`src/hw/rtl/wci_pkg.sv`:
```
// shared types, constants and fixed-point helpers of the wake convolution core
package wci_pkg;

   localparam int BINS       = 256;
   localparam int WAKE_DEPTH = 1024;
   localparam int FRAC_BITS  = 16;

   localparam int BIN_AW  = $clog2(BINS);
   localparam int WAKE_AW = $clog2(WAKE_DEPTH);
   localparam int BCNT_W  = $clog2(BINS + 1);
   localparam int WCNT_W  = $clog2(WAKE_DEPTH + 1);
   localparam int Z_W     = BIN_AW + 33;
   localparam int DD_W    = Z_W + 1;
   localparam int DIV_N   = (DD_W > 32 + FRAC_BITS) ? DD_W : 32 + FRAC_BITS;
   localparam int DEN_W   = 33;
   localparam int SQ_W    = DIV_N + (DIV_N % 2);
   localparam int RT_W    = SQ_W / 2;
   localparam int K_W     = RT_W + 2;
   localparam int TERMS   = 5;
   localparam int TERM_W  = 3;

   localparam logic [TERM_W-1:0] TERM_XLEAD  = 3'd0;
   localparam logic [TERM_W-1:0] TERM_XTRAIL = 3'd1;
   localparam logic [TERM_W-1:0] TERM_YLEAD  = 3'd2;
   localparam logic [TERM_W-1:0] TERM_YTRAIL = 3'd3;
   localparam logic [TERM_W-1:0] TERM_LONG   = 3'd4;

   localparam logic [1:0] CMD_LOAD_BIN  = 2'd0;
   localparam logic [1:0] CMD_LOAD_WAKE = 2'd1;
   localparam logic [1:0] CMD_COMPUTE   = 2'd2;

   localparam logic [2:0] REG_BINS_IN_USE      = 3'd0;
   localparam logic [2:0] REG_WAKE_POINTS      = 3'd1;
   localparam logic [2:0] REG_CELL_SIZE        = 3'd2;
   localparam logic [2:0] REG_PARTICLE_WEIGHT  = 3'd3;
   localparam logic [2:0] REG_GRID_STEP        = 3'd4;
   localparam logic [2:0] REG_GRID_START_Z     = 3'd5;
   localparam logic [2:0] REG_GRID_START_INDEX = 3'd6;

   localparam logic signed [63:0] MAX32 = 64'sd2147483647;
   localparam logic signed [63:0] MIN32 = -64'sd2147483648;

   typedef struct packed {
      logic [1:0]         command;
      logic [9:0]         index;
      logic signed [31:0] bin_density;
      logic signed [31:0] bin_xmom;
      logic signed [31:0] bin_ymom;
      logic signed [31:0] wake_coord;
      logic signed [31:0] wake_long;
      logic signed [31:0] wake_x_lead;
      logic signed [31:0] wake_x_trail;
      logic signed [31:0] wake_y_lead;
      logic signed [31:0] wake_y_trail;
   } req_type;

   typedef struct packed {
      logic [7:0]         target_bin;
      logic signed [63:0] x_lead_sum;
      logic signed [63:0] x_trail_sum;
      logic signed [63:0] y_lead_sum;
      logic signed [63:0] y_trail_sum;
      logic signed [63:0] long_sum;
   } rsp_type;

   typedef struct packed {
      logic [8:0]         bins_in_use;
      logic [10:0]        wake_points;
      logic [30:0]        cell_size;
      logic [30:0]        particle_weight;
      logic [30:0]        grid_step;
      logic signed [31:0] grid_start_z;
      logic signed [11:0] grid_start_index;
   } cfg_type;

   typedef enum logic [4:0] {
      OP_NONE, OP_LOAD_BIN, OP_LOAD_WAKE, OP_INIT, OP_ZMUL, OP_ZCHK, OP_SQRT_GO,
      OP_KCHK, OP_RDA, OP_RDB, OP_RDC, OP_SPAN, OP_TSET, OP_BASE, OP_BASEW,
      OP_BMX, OP_BMXW, OP_BMY, OP_BMYW, OP_TD, OP_TV, OP_TP, OP_TA, OP_NEXT
   } op_type;

   typedef struct packed {
      logic tgt_ok;
      logic skip_z;
      logic div_done;
      logic sqrt_done;
      logic skip_k;
      logic span_zero;
      logic term_last;
      logic bin_last;
   } dp_sts_type;

   function automatic logic signed [31:0] sat32(input logic signed [63:0] v);
      logic signed [31:0] r;
      if (v > MAX32) r = 32'sh7FFFFFFF;
      else if (v < MIN32) r = 32'sh80000000;
      else r = v[31:0];
      return r;
   endfunction

   // product shifted down with floor rounding, then clamped
   function automatic logic signed [31:0] qsat(input logic signed [63:0] p);
      return sat32(p >>> FRAC_BITS);
   endfunction

   function automatic logic signed [63:0] sat_add64(input logic signed [63:0] a,
                                                     input logic signed [63:0] b);
      logic signed [64:0] s;
      logic signed [63:0] r;
      s = 65'(a) + 65'(b);
      if (s[64] != s[63]) r = s[64] ? {1'b1, 63'd0} : {1'b0, {63{1'b1}}};
      else r = s[63:0];
      return r;
   endfunction

endpackage

```
`src/hw/rtl/wci_ctrl.sv`:
```
// controller state machine sequencing loads and the per-bin walk
module wci_ctrl import wci_pkg::*; (
   input  logic       clock,
   input  logic       reset,
   input  logic       start,
   input  logic [1:0] command,
   input  dp_sts_type sts,
   output op_type     op,
   output logic       busy,
   output logic       rsp_valid
);
   typedef enum logic [24:0] {
      S_IDLE   = 25'h0000001,
      S_ZMUL   = 25'h0000002,
      S_ZCHK   = 25'h0000004,
      S_DIV1   = 25'h0000008,
      S_SQRTGO = 25'h0000010,
      S_SQRT   = 25'h0000020,
      S_KCHK   = 25'h0000040,
      S_RDA    = 25'h0000080,
      S_RDB    = 25'h0000100,
      S_RDC    = 25'h0000200,
      S_SPAN   = 25'h0000400,
      S_DIV2   = 25'h0000800,
      S_TSET   = 25'h0001000,
      S_BASE   = 25'h0002000,
      S_BASEW  = 25'h0004000,
      S_BMX    = 25'h0008000,
      S_BMXW   = 25'h0010000,
      S_BMY    = 25'h0020000,
      S_BMYW   = 25'h0040000,
      S_TD     = 25'h0080000,
      S_TV     = 25'h0100000,
      S_TP     = 25'h0200000,
      S_TA     = 25'h0400000,
      S_NEXT   = 25'h0800000,
      S_DONE   = 25'h1000000
   } state_type;

   state_type state_ff, state_in;

   always_comb begin
      state_in = state_ff;
      op       = OP_NONE;
      unique case (state_ff)
         S_IDLE: begin
            if (start) begin
               priority if (command == CMD_LOAD_BIN) begin
                  op = OP_LOAD_BIN;
               end else if (command == CMD_LOAD_WAKE) begin
                  op = OP_LOAD_WAKE;
               end else if ((command == CMD_COMPUTE) && sts.tgt_ok) begin
                  op       = OP_INIT;
                  state_in = S_ZMUL;
               end else begin
                  op = OP_NONE;
               end
            end
         end
         S_ZMUL: begin
            op       = OP_ZMUL;
            state_in = S_ZCHK;
         end
         S_ZCHK: begin
            op       = OP_ZCHK;
            state_in = sts.skip_z ? S_NEXT : S_DIV1;
         end
         S_DIV1: if (sts.div_done) state_in = S_SQRTGO;
         S_SQRTGO: begin
            op       = OP_SQRT_GO;
            state_in = S_SQRT;
         end
         S_SQRT: if (sts.sqrt_done) state_in = S_KCHK;
         S_KCHK: begin
            op       = OP_KCHK;
            state_in = sts.skip_k ? S_NEXT : S_RDA;
         end
         S_RDA: begin
            op       = OP_RDA;
            state_in = S_RDB;
         end
         S_RDB: begin
            op       = OP_RDB;
            state_in = S_RDC;
         end
         S_RDC: begin
            op       = OP_RDC;
            state_in = S_SPAN;
         end
         S_SPAN: begin
            op       = OP_SPAN;
            state_in = sts.span_zero ? S_BASE : S_DIV2;
         end
         S_DIV2: if (sts.div_done) state_in = S_TSET;
         S_TSET: begin
            op       = OP_TSET;
            state_in = S_BASE;
         end
         S_BASE: begin
            op       = OP_BASE;
            state_in = S_BASEW;
         end
         S_BASEW: begin
            op       = OP_BASEW;
            state_in = S_BMX;
         end
         S_BMX: begin
            op       = OP_BMX;
            state_in = S_BMXW;
         end
         S_BMXW: begin
            op       = OP_BMXW;
            state_in = S_BMY;
         end
         S_BMY: begin
            op       = OP_BMY;
            state_in = S_BMYW;
         end
         S_BMYW: begin
            op       = OP_BMYW;
            state_in = S_TD;
         end
         S_TD: begin
            op       = OP_TD;
            state_in = S_TV;
         end
         S_TV: begin
            op       = OP_TV;
            state_in = S_TP;
         end
         S_TP: begin
            op       = OP_TP;
            state_in = S_TA;
         end
         S_TA: begin
            op       = OP_TA;
            state_in = sts.term_last ? S_NEXT : S_TD;
         end
         S_NEXT: begin
            op       = OP_NEXT;
            state_in = sts.bin_last ? S_DONE : S_ZMUL;
         end
         S_DONE: state_in = S_IDLE;
         default: state_in = S_IDLE;
      endcase
   end

   always_ff @(posedge clock) begin
      if (reset) begin
         state_ff <= S_IDLE;
      end else begin
         state_ff <= state_in;
      end
   end

   assign busy      = (state_ff != S_IDLE);
   assign rsp_valid = (state_ff == S_DONE);
endmodule

```
`config.mk`:
```
export PLATFORM = sky130hd
export DESIGN_NAME = wci_ctrl
export DESIGN_NICKNAME = d
export VERILOG_FILES = /design/src/hw/rtl/wci_pkg.sv /design/src/hw/rtl/wci_ctrl.sv
export SDC_FILE = /design/constraint.sdc
export NUM_CORES = 1
export LEC_CHECK = 0
export ABC_AREA = 0
export BUFFER_PORTS_ARGS = -buffer_cell sky130_fd_sc_hd__buf_2
export CAP_MARGIN = 20
export CORE_MARGIN = 2
export CORE_UTILIZATION = 50
export DETAILED_ROUTE_END_ITERATION = 8
export PLACE_DENSITY = 0.81
export SYNTH_ARGS = -nofsm -noshare
export SYNTH_HDL_FRONTEND = slang
export SYNTH_SLANG_ARGS = --single-unit
```
`constraint.sdc`:
```
create_clock -name clock -period 4.1 [get_ports clock]
set_input_delay 0.615 -clock clock [delete_from_list [all_inputs] [get_ports clock]]
set_output_delay 0.615 -clock clock [all_outputs]
set_load 0.03 [all_outputs]
```
# --- Word level (Yosys, flattened, before mapping) ---
# Index checks and enable logic that the tools add are counted.
word_totals:
  ff_bits: 25
  inputBits: 13
  word_cells: 57
op_classes:
  n_eq_ne: 35
  muxes: 18
  n_reduce_logical: 3
ops:
  columns: ["cell", "n"]
  rows:
  - ["25-bit one-hot mux with 24 select lines", 1]
  - ["25-bit 2-to-1 mux", 8]
  - ["5-bit one-hot mux with 21 select lines", 1]
  - ["24-bit 2-to-1 mux", 3]
  - ["25-bit by 1-bit == test with 1-bit output, second input constant", 1]
  - ["25-bit by 10-bit == test with 1-bit output, second input constant", 1]
  - ["25-bit by 11-bit == test with 1-bit output, second input constant", 1]
  - ["25-bit by 12-bit == test with 1-bit output, second input constant", 1]
  - ["25-bit by 13-bit == test with 1-bit output, second input constant", 1]
  - ["25-bit by 14-bit == test with 1-bit output, second input constant", 1]
  - ["25-bit by 15-bit == test with 1-bit output, second input constant", 1]
  - ["25-bit by 16-bit == test with 1-bit output, second input constant", 1]
  - ["25-bit by 17-bit == test with 1-bit output, second input constant", 1]
  - ["25-bit by 18-bit == test with 1-bit output, second input constant", 1]
  - ["25-bit by 19-bit == test with 1-bit output, second input constant", 1]
  - ["25-bit by 2-bit == test with 1-bit output, second input constant", 1]
  - ["25-bit by 20-bit == test with 1-bit output, second input constant", 1]
  - ["25-bit by 21-bit == test with 1-bit output, second input constant", 1]
  - ["25-bit by 22-bit == test with 1-bit output, second input constant", 1]
  - ["25-bit by 23-bit == test with 1-bit output, second input constant", 1]
  - ["25-bit by 24-bit == test with 1-bit output, second input constant", 1]
  - ["25-bit == test, second input constant", 1]
  - ["25-bit by 3-bit == test with 1-bit output, second input constant", 1]
  - ["25-bit by 4-bit == test with 1-bit output, second input constant", 1]
  - ["14 further kinds", 23]

# --- Depth between registers and ports, before layout ---
# Gate-level depths: netlist of run 1.
logic_depth:
  depth_word: 7
  ltp_mapped: 7
  depth_no_buf: 5

# --- Worst setup path before layout of run 1 ---
# OpenSTA, ideal clock, no wires.
synth_timing:
  kind: "register to output"
  startpoint: "register state_ff[6]"
  endpoint: "output port op[0]"
  t_arrival_ns: 2.290
  path_slack_ns: 1.195
  stages_incl_launch_ff: 7
  path_buffers: 1
  path_cell_list: "dfxtp_1 or4_4 buf_6 nor4_4 nand3_2 o311ai_1 or3_1"
synth_between:
  elab_chain_len: 2
synth_rtl:
  columns: ["item", "line_no", "source"]
  rows:
  - ["start, declared", "wci_ctrl.sv:40", "state_type state_ff, state_in;"]
  - ["start signal, assigned", "wci_ctrl.sv:152", "state_ff <= state_in;"]
  - ["25-bit by 24-bit == test with 1-bit output, or another cell as far along", "wci_ctrl.sv:45", "unique case (state_ff)"]
  - ["5-bit one-hot mux with 21 select lines *", "wci_ctrl.sv:45", null]
  - ["end, declared", "wci_ctrl.sv:8", "output op_type op,"]
# Mark *: on every way between the ends. The rest lies on a longest branch, timed or not.

# --- Worst setup path after layout of run 1 ---
layout_timing:
  startpoint: "register state_ff[8]"
  endpoint: "output port op[1]"
# The elaborated chain is that of the path after synthesis.

==> flow_metrics.tcl, run 1 <==
set metrics [dict create \
    rows 20 \
    synthCells 199 \
    post-route-drc-count 0 \
    setup_viol 0 \
    p_leak_nw 0.6559 \
    status "finished, final reports clean" \
    synth-edff-count 0 \
    die-area_sq_mm 0.003814 \
    cts_resized 0 \
    min_path_type "primary input to register" \
    rsz0062_at_grt "no" \
    powerDensity_mw_per_mm2 271.6 \
    worst_slack_ps 752.0 \
    endpoint_kind "output port" \
    worstSetupStartpointType "register" \
    fmax_ghz 0.2987 \
    largest_reg_flops 25 \
    most-common-layout-cells "dfxtp_1, nor2_1, buf_2, nand3_1, nand4_1" \
    num_vias 1631 \
    drt_iter0_drc 135 \
    viasPerCell 6.322 \
    clock_sinks 25 \
    slowest_stage "or4_1" \
    worstPathMaxFanout 9 \
    place_ws_ps 1128 \
    slew_viol_final 0 \
    async_flop_share_pct 0 \
    syn_avg_cell_area_sq_um 8.381 \
    cp.arrival_ps 2730 \
    ys_types 57 \
    boundaryPins 20 \
    dominantRegCellSynth "dfxtp_1" \
    worstPathCellList "or4_1, nor3_2, nand2_1, o211ai_1, or4b_1, buf_2" \
    tritoncts "done" \
    path_delay_family "simple AND/OR/NAND/NOR gates" \
    drive_gt1_share_pct 19.16 \
    cts_root_buffer "clkbuf_4" \
    grt_overflow 0 \
    routedWlPerCell_um 16.06 \
    synthesis.nets 212 \
    max_stage_delay_ps 750 \
    diodes 0 \
    yosys_warnings 0 \
    fp.dieW_um 61.76 \
    skew_ps 3.765 \
    grt_usage_pct 23.39 \
    firstDrtPassIters 4 \
    gp_congestion 0.8714 \
    placed_cell_area_sq_mm 0.001765 \
    worst_skew_pair.late_latency_ps 320 \
    final_common_cell "dfxtp_1" \
    start_util_pct 53.75 \
    ant_nets 0 \
    die_y_um 61.76 \
    io_buffers 19 \
    min_period_over_period_pct 81.66 \
    fin_nets 228 \
    cts_max_level 1 \
    worst-slew-pin-transition_ps 839.8 \
    crit_buf_inv 1 \
    drt_wl_total_mm 4.144 \
    grt_pass1_vias 1411 \
    cap_violations 0 \
    worstPathRequired_ps 3480 \
    cts_hold_buf 0 \
    post-dp-hpwl_mm 3.208 \
    ys_seq_area_share_pct 30.01 \
    areaGrowthSynthToFinish_pct 7.427 \
    setup_tns_ps 0 \
    dp_cells 254 \
    antenna_found_initial 0 \
    ys_ff_latch 25 \
    stdcell_count 258 \
    clkTransAtPathRegs_ps 130 \
    peakVddDrop_uv 171.4 \
    clock_path_buffers 2 \
    core_sq_mm 0.003103 \
    post_cts_buffers 0 \
    regMostFlops "state_ff" \
    largestRegisters "state_ff (25)" \
    final_area_sq_mm 0.001792 \
    grt_pass1_wl_mm 6.658 \
    tritoncts.num_buffers 3 \
    finalWorstPathRequiredPeriod_ps 3348 \
    path_class "register to output port" \
    synthesis.area_sq_mm 0.001668 \
    hold_viol_final 0 \
    relSlewSlack_pct 43.85 \
    grt_max_degree 17 \
]
worst register-to-register path, stage by stage, from the launching register on:
cell and delay, ps:
dfxtp_1 370, or4_1 740, nor2_2 440, nand4_2 250, o211ai_2 730, nor2_1 120
cells in the mapped netlist (all sizes together) (3+ instances only):
cell type / instances / area, sq um
nand3: 12 / 65.06
nand2b: 8 / 50.05
buf: 6 / 48.79
nor2: 26 / 107.6
nor4b: 7 / 61.31
nand4: 11 / 75.07
nand2: 6 / 22.52
and4: 3 / 26.28
or4: 6 / 48.80
nor3: 10 / 60.06
nor4: 13 / 123.9
o21a: 6 / 45.04
inv: 8 / 30.03
xnor2: 3 / 26.28
o21ai: 4 / 20.02
nand4b: 5 / 43.79
o211ai: 4 / 35.03
nor2b: 4 / 25.02
clkbuf: 3 / 11.26
dfxtp: 25 / 500.5
worst paths after layout:
check	from	to	slack, ps	cells past startpoint
worst min-delay path	sts[3]	state_ff[7]	470	2
worst min register to register	state_ff[16]	state_ff[17]	530	2
worst max register to register	state_ff[20]	state_ff[13]	1310	5
worst max-delay path	state_ff[8]	op[1]	750	6
where the power goes:
group	switching, W	internal (W)
registers	0.00000508	0.000247
logic	0.0000836	0.0000388
clock network	0.0000739	0.0000381
total	0.000163	0.000324
through the flow:
step | utilization [%] | total power (W) | hold WS, ps
5_1_grt | 57.74 | 0.0005070 | 479.6
6_report | 57.74 | 0.0004866 | 473.2
2_1_floorplan | - | 0.0003475 | 480.8
4_1_cts | 57.74 | 0.0004844 | 474.5
3_3_place_gp | 56.90 | 0.0003750 | 517.4
3_5_place_dp | 56.90 | 0.0003765 | 514.6
logic make-up (layout without fill, tap and decap cells):
family / count (synthesis) / after routing / synth area share [%]
and+or+nand+nor: 121 / 121 / 46.89
AOI/OAI and AO/OA: 31 / 31 / 15.00
DFF: 25 / 25 / 30.01
buffers and inverters: 17 / 32 / 5.401
xor gates and xnor gates: 4 / 4 / 2.101
muxes: 1 / 1 / 0.6002
area by class of cell:
type	count	area (sq um)
Inverter	8	30.03
Sequential cell	25	500.5
Tap cell	44	55.05
Timing Repair Buffer	20	102.6
Fill cell	315	1311
Multi-Input combinational cell	157	1077
Clock buffer	4	26.28
layer usage:
layer / wire, um / vias up / share of wire, % / GRT usage (%)
li1: - / 800 / - / -
met4: 52 / 0 / 1.3 / 6.383
met5: 0 / - / 0 / 0
met3: 312 / 7 / 7.5 / 2.277
met1: 1913 / 740 / 46 / 35.30
met2: 1867 / 84 / 45 / 35.64
Power figures use the tool's default switching activity.
==> run 2, diff against run 1 <==
clock period = 3.5 ns   (was 4.1 ns; I/O delays follow)
==> run 2 against run 1 <==
  * Worst hold slack worse by 100 ps
  * Combinational power is 17% higher
  * Cell area rose by 0.49%
  * Largest power group unchanged
  * Clock power is 18% higher
  * Die area unchanged
  * Cell count rose by 0.39%
==> flow_metrics.tcl, run 2 (synthesis results as in run 1) <==
set metrics [dict create \
    clock_sinks 25 \
    num_vias 1654 \
    setup_tns_ps 0 \
    worst-slew-pin-transition_ps 699.6 \
    clkTransAtPathRegs_ps 140 \
    die_y_um 61.76 \
    ant_nets 0 \
    n_fill_cell 302 \
    clock_path_buffers 2 \
    peakVddDrop_uv 187.4 \
    post-dp-hpwl_mm 3.133 \
    min_path_type "primary input to register" \
    cts_max_level 1 \
    grt_pass1_vias 1452 \
    tritoncts "done" \
    cts_root_buffer "clkbuf_4" \
    drt_iter0_drc 110 \
    fmax_ghz 0.3039 \
    endpoint_kind "output port" \
    areaGrowthSynthToFinish_pct 7.952 \
    largest_reg_flops 25 \
    grt_usage_pct 23.60 \
    drt_wl_total_mm 4.117 \
    antenna_found_initial 0 \
    drive_gt1_share_pct 20.00 \
    cts_hold_buf 0 \
    worstPathMaxFanout 9 \
    min_period_over_period_pct 94.01 \
    slew_viol_final 0 \
    cts_resized 0 \
    path_class "register to output port" \
    worstPathRequired_ps 2970 \
    fp.dieW_um 61.76 \
    cp.arrival_ps 2770 \
    routedWlPerCell_um 15.90 \
    status "finished, final reports clean" \
    hold_viol_final 0 \
    worst_skew_pair.late_latency_ps 320 \
    boundaryPins 20 \
    tritoncts.num_buffers 3 \
    start_util_pct 53.75 \
    cap_violations 0 \
    grt_overflow 0 \
    p_leak_nw 0.6630 \
    gp_congestion 0.8814 \
    grt_pass1_wl_mm 6.686 \
    post-route-drc-count 0 \
    io_buffers 19 \
    grt_max_degree 16 \
    firstDrtPassIters 5 \
    post_cts_buffers 0 \
    finalWorstPathRequiredPeriod_ps 3290 \
    rsz0062_at_grt "no" \
    diodes 0 \
    core_sq_mm 0.003103 \
    die-area_sq_mm 0.003814 \
    skew_ps 6.040 \
    largestRegisters "state_ff (25)" \
    most-common-layout-cells "dfxtp_1, nor2_1, buf_2, nand3_1, nand4_1" \
    regMostFlops "state_ff" \
    final_common_cell "dfxtp_1" \
    powerDensity_mw_per_mm2 317.3 \
    fin_nets 229 \
    setup_viol 0 \
    viasPerCell 6.386 \
    worstSetupStartpointType "register" \
    relSlewSlack_pct 52.70 \
    rows 20 \
    total_power_w 0.0005713 \
    fin_util_pct 58.02 \
]
[run 2: cell types whose count changed in the layout (fill, tap and decap cells not counted), sizes merged]
cell / previous run / this run
clkbuf: 4 / 3
buf: 20 / 21
clkinv: 0 / 1
[run 2: final timing paths]
path	start	endpoint	slack, ps	cells after the start
setup / recovery	state_ff[20]	op[0]	210	6
hold / removal	sts[3]	state_ff[7]	370	2
setup reg to reg	state_ff[20]	state_ff[15]	820	6
hold reg to reg	state_ff[16]	state_ff[17]	540	2
[run 2: critical path: stages, from the launching register on]
cell	delay [ps]
dfxtp_1	380
or4_1	750
nor4_4	440
nand3_2	240
o311ai_1	310
or3_1	140
buf_2	190
[run 2: layout make-up]
cell class,instances,area [sq um],share of cell area [%]
sequential,25,500.5,27.80
multi-input combinational,157,1077,59.83
timing repair buffer,21,110.1,6.115
clock buffer,3,22.52,1.251
tap,44,55.05,3.058
clock inverter,1,5.005,0.2780
inverter,8,30.03,1.668
[run 2: through the flow]
stage	cell area, sq um	setup slack [ps]	hold slack, ps	cells
2_1_floorplan	1668	685.0	480.8	199
3_3_place_gp	1773	650.8	521.0	255
3_5_place_dp	1773	611.4	529.9	255
4_1_cts	1800	241.5	370.4	259
5_1_grt	1800	1.057	357.7	259
6_report	1800	209.8	368.9	259
[run 2: where the power goes]
group | switching, W | internal [W] | leakage [nW]
Combinational | 0.0000955 | 0.0000480 | 0.444
Clock | 0.0000895 | 0.0000427 | 0.0177
Sequential | 0.00000602 | 0.000290 | 0.202
[run 2: per-layer routing]
| metal | vias up | wire (um) | global-route usage (%) |
|---|---|---|---|
| li1 | 805 | - | - |
| met1 | 750 | 1882 | 34.57 |
| met5 | - | 0 | 0 |
| met4 | 0 | 103 | 7.599 |
| met2 | 86 | 1823 | 36.54 |
| met3 | 13 | 308 | 2.277 |
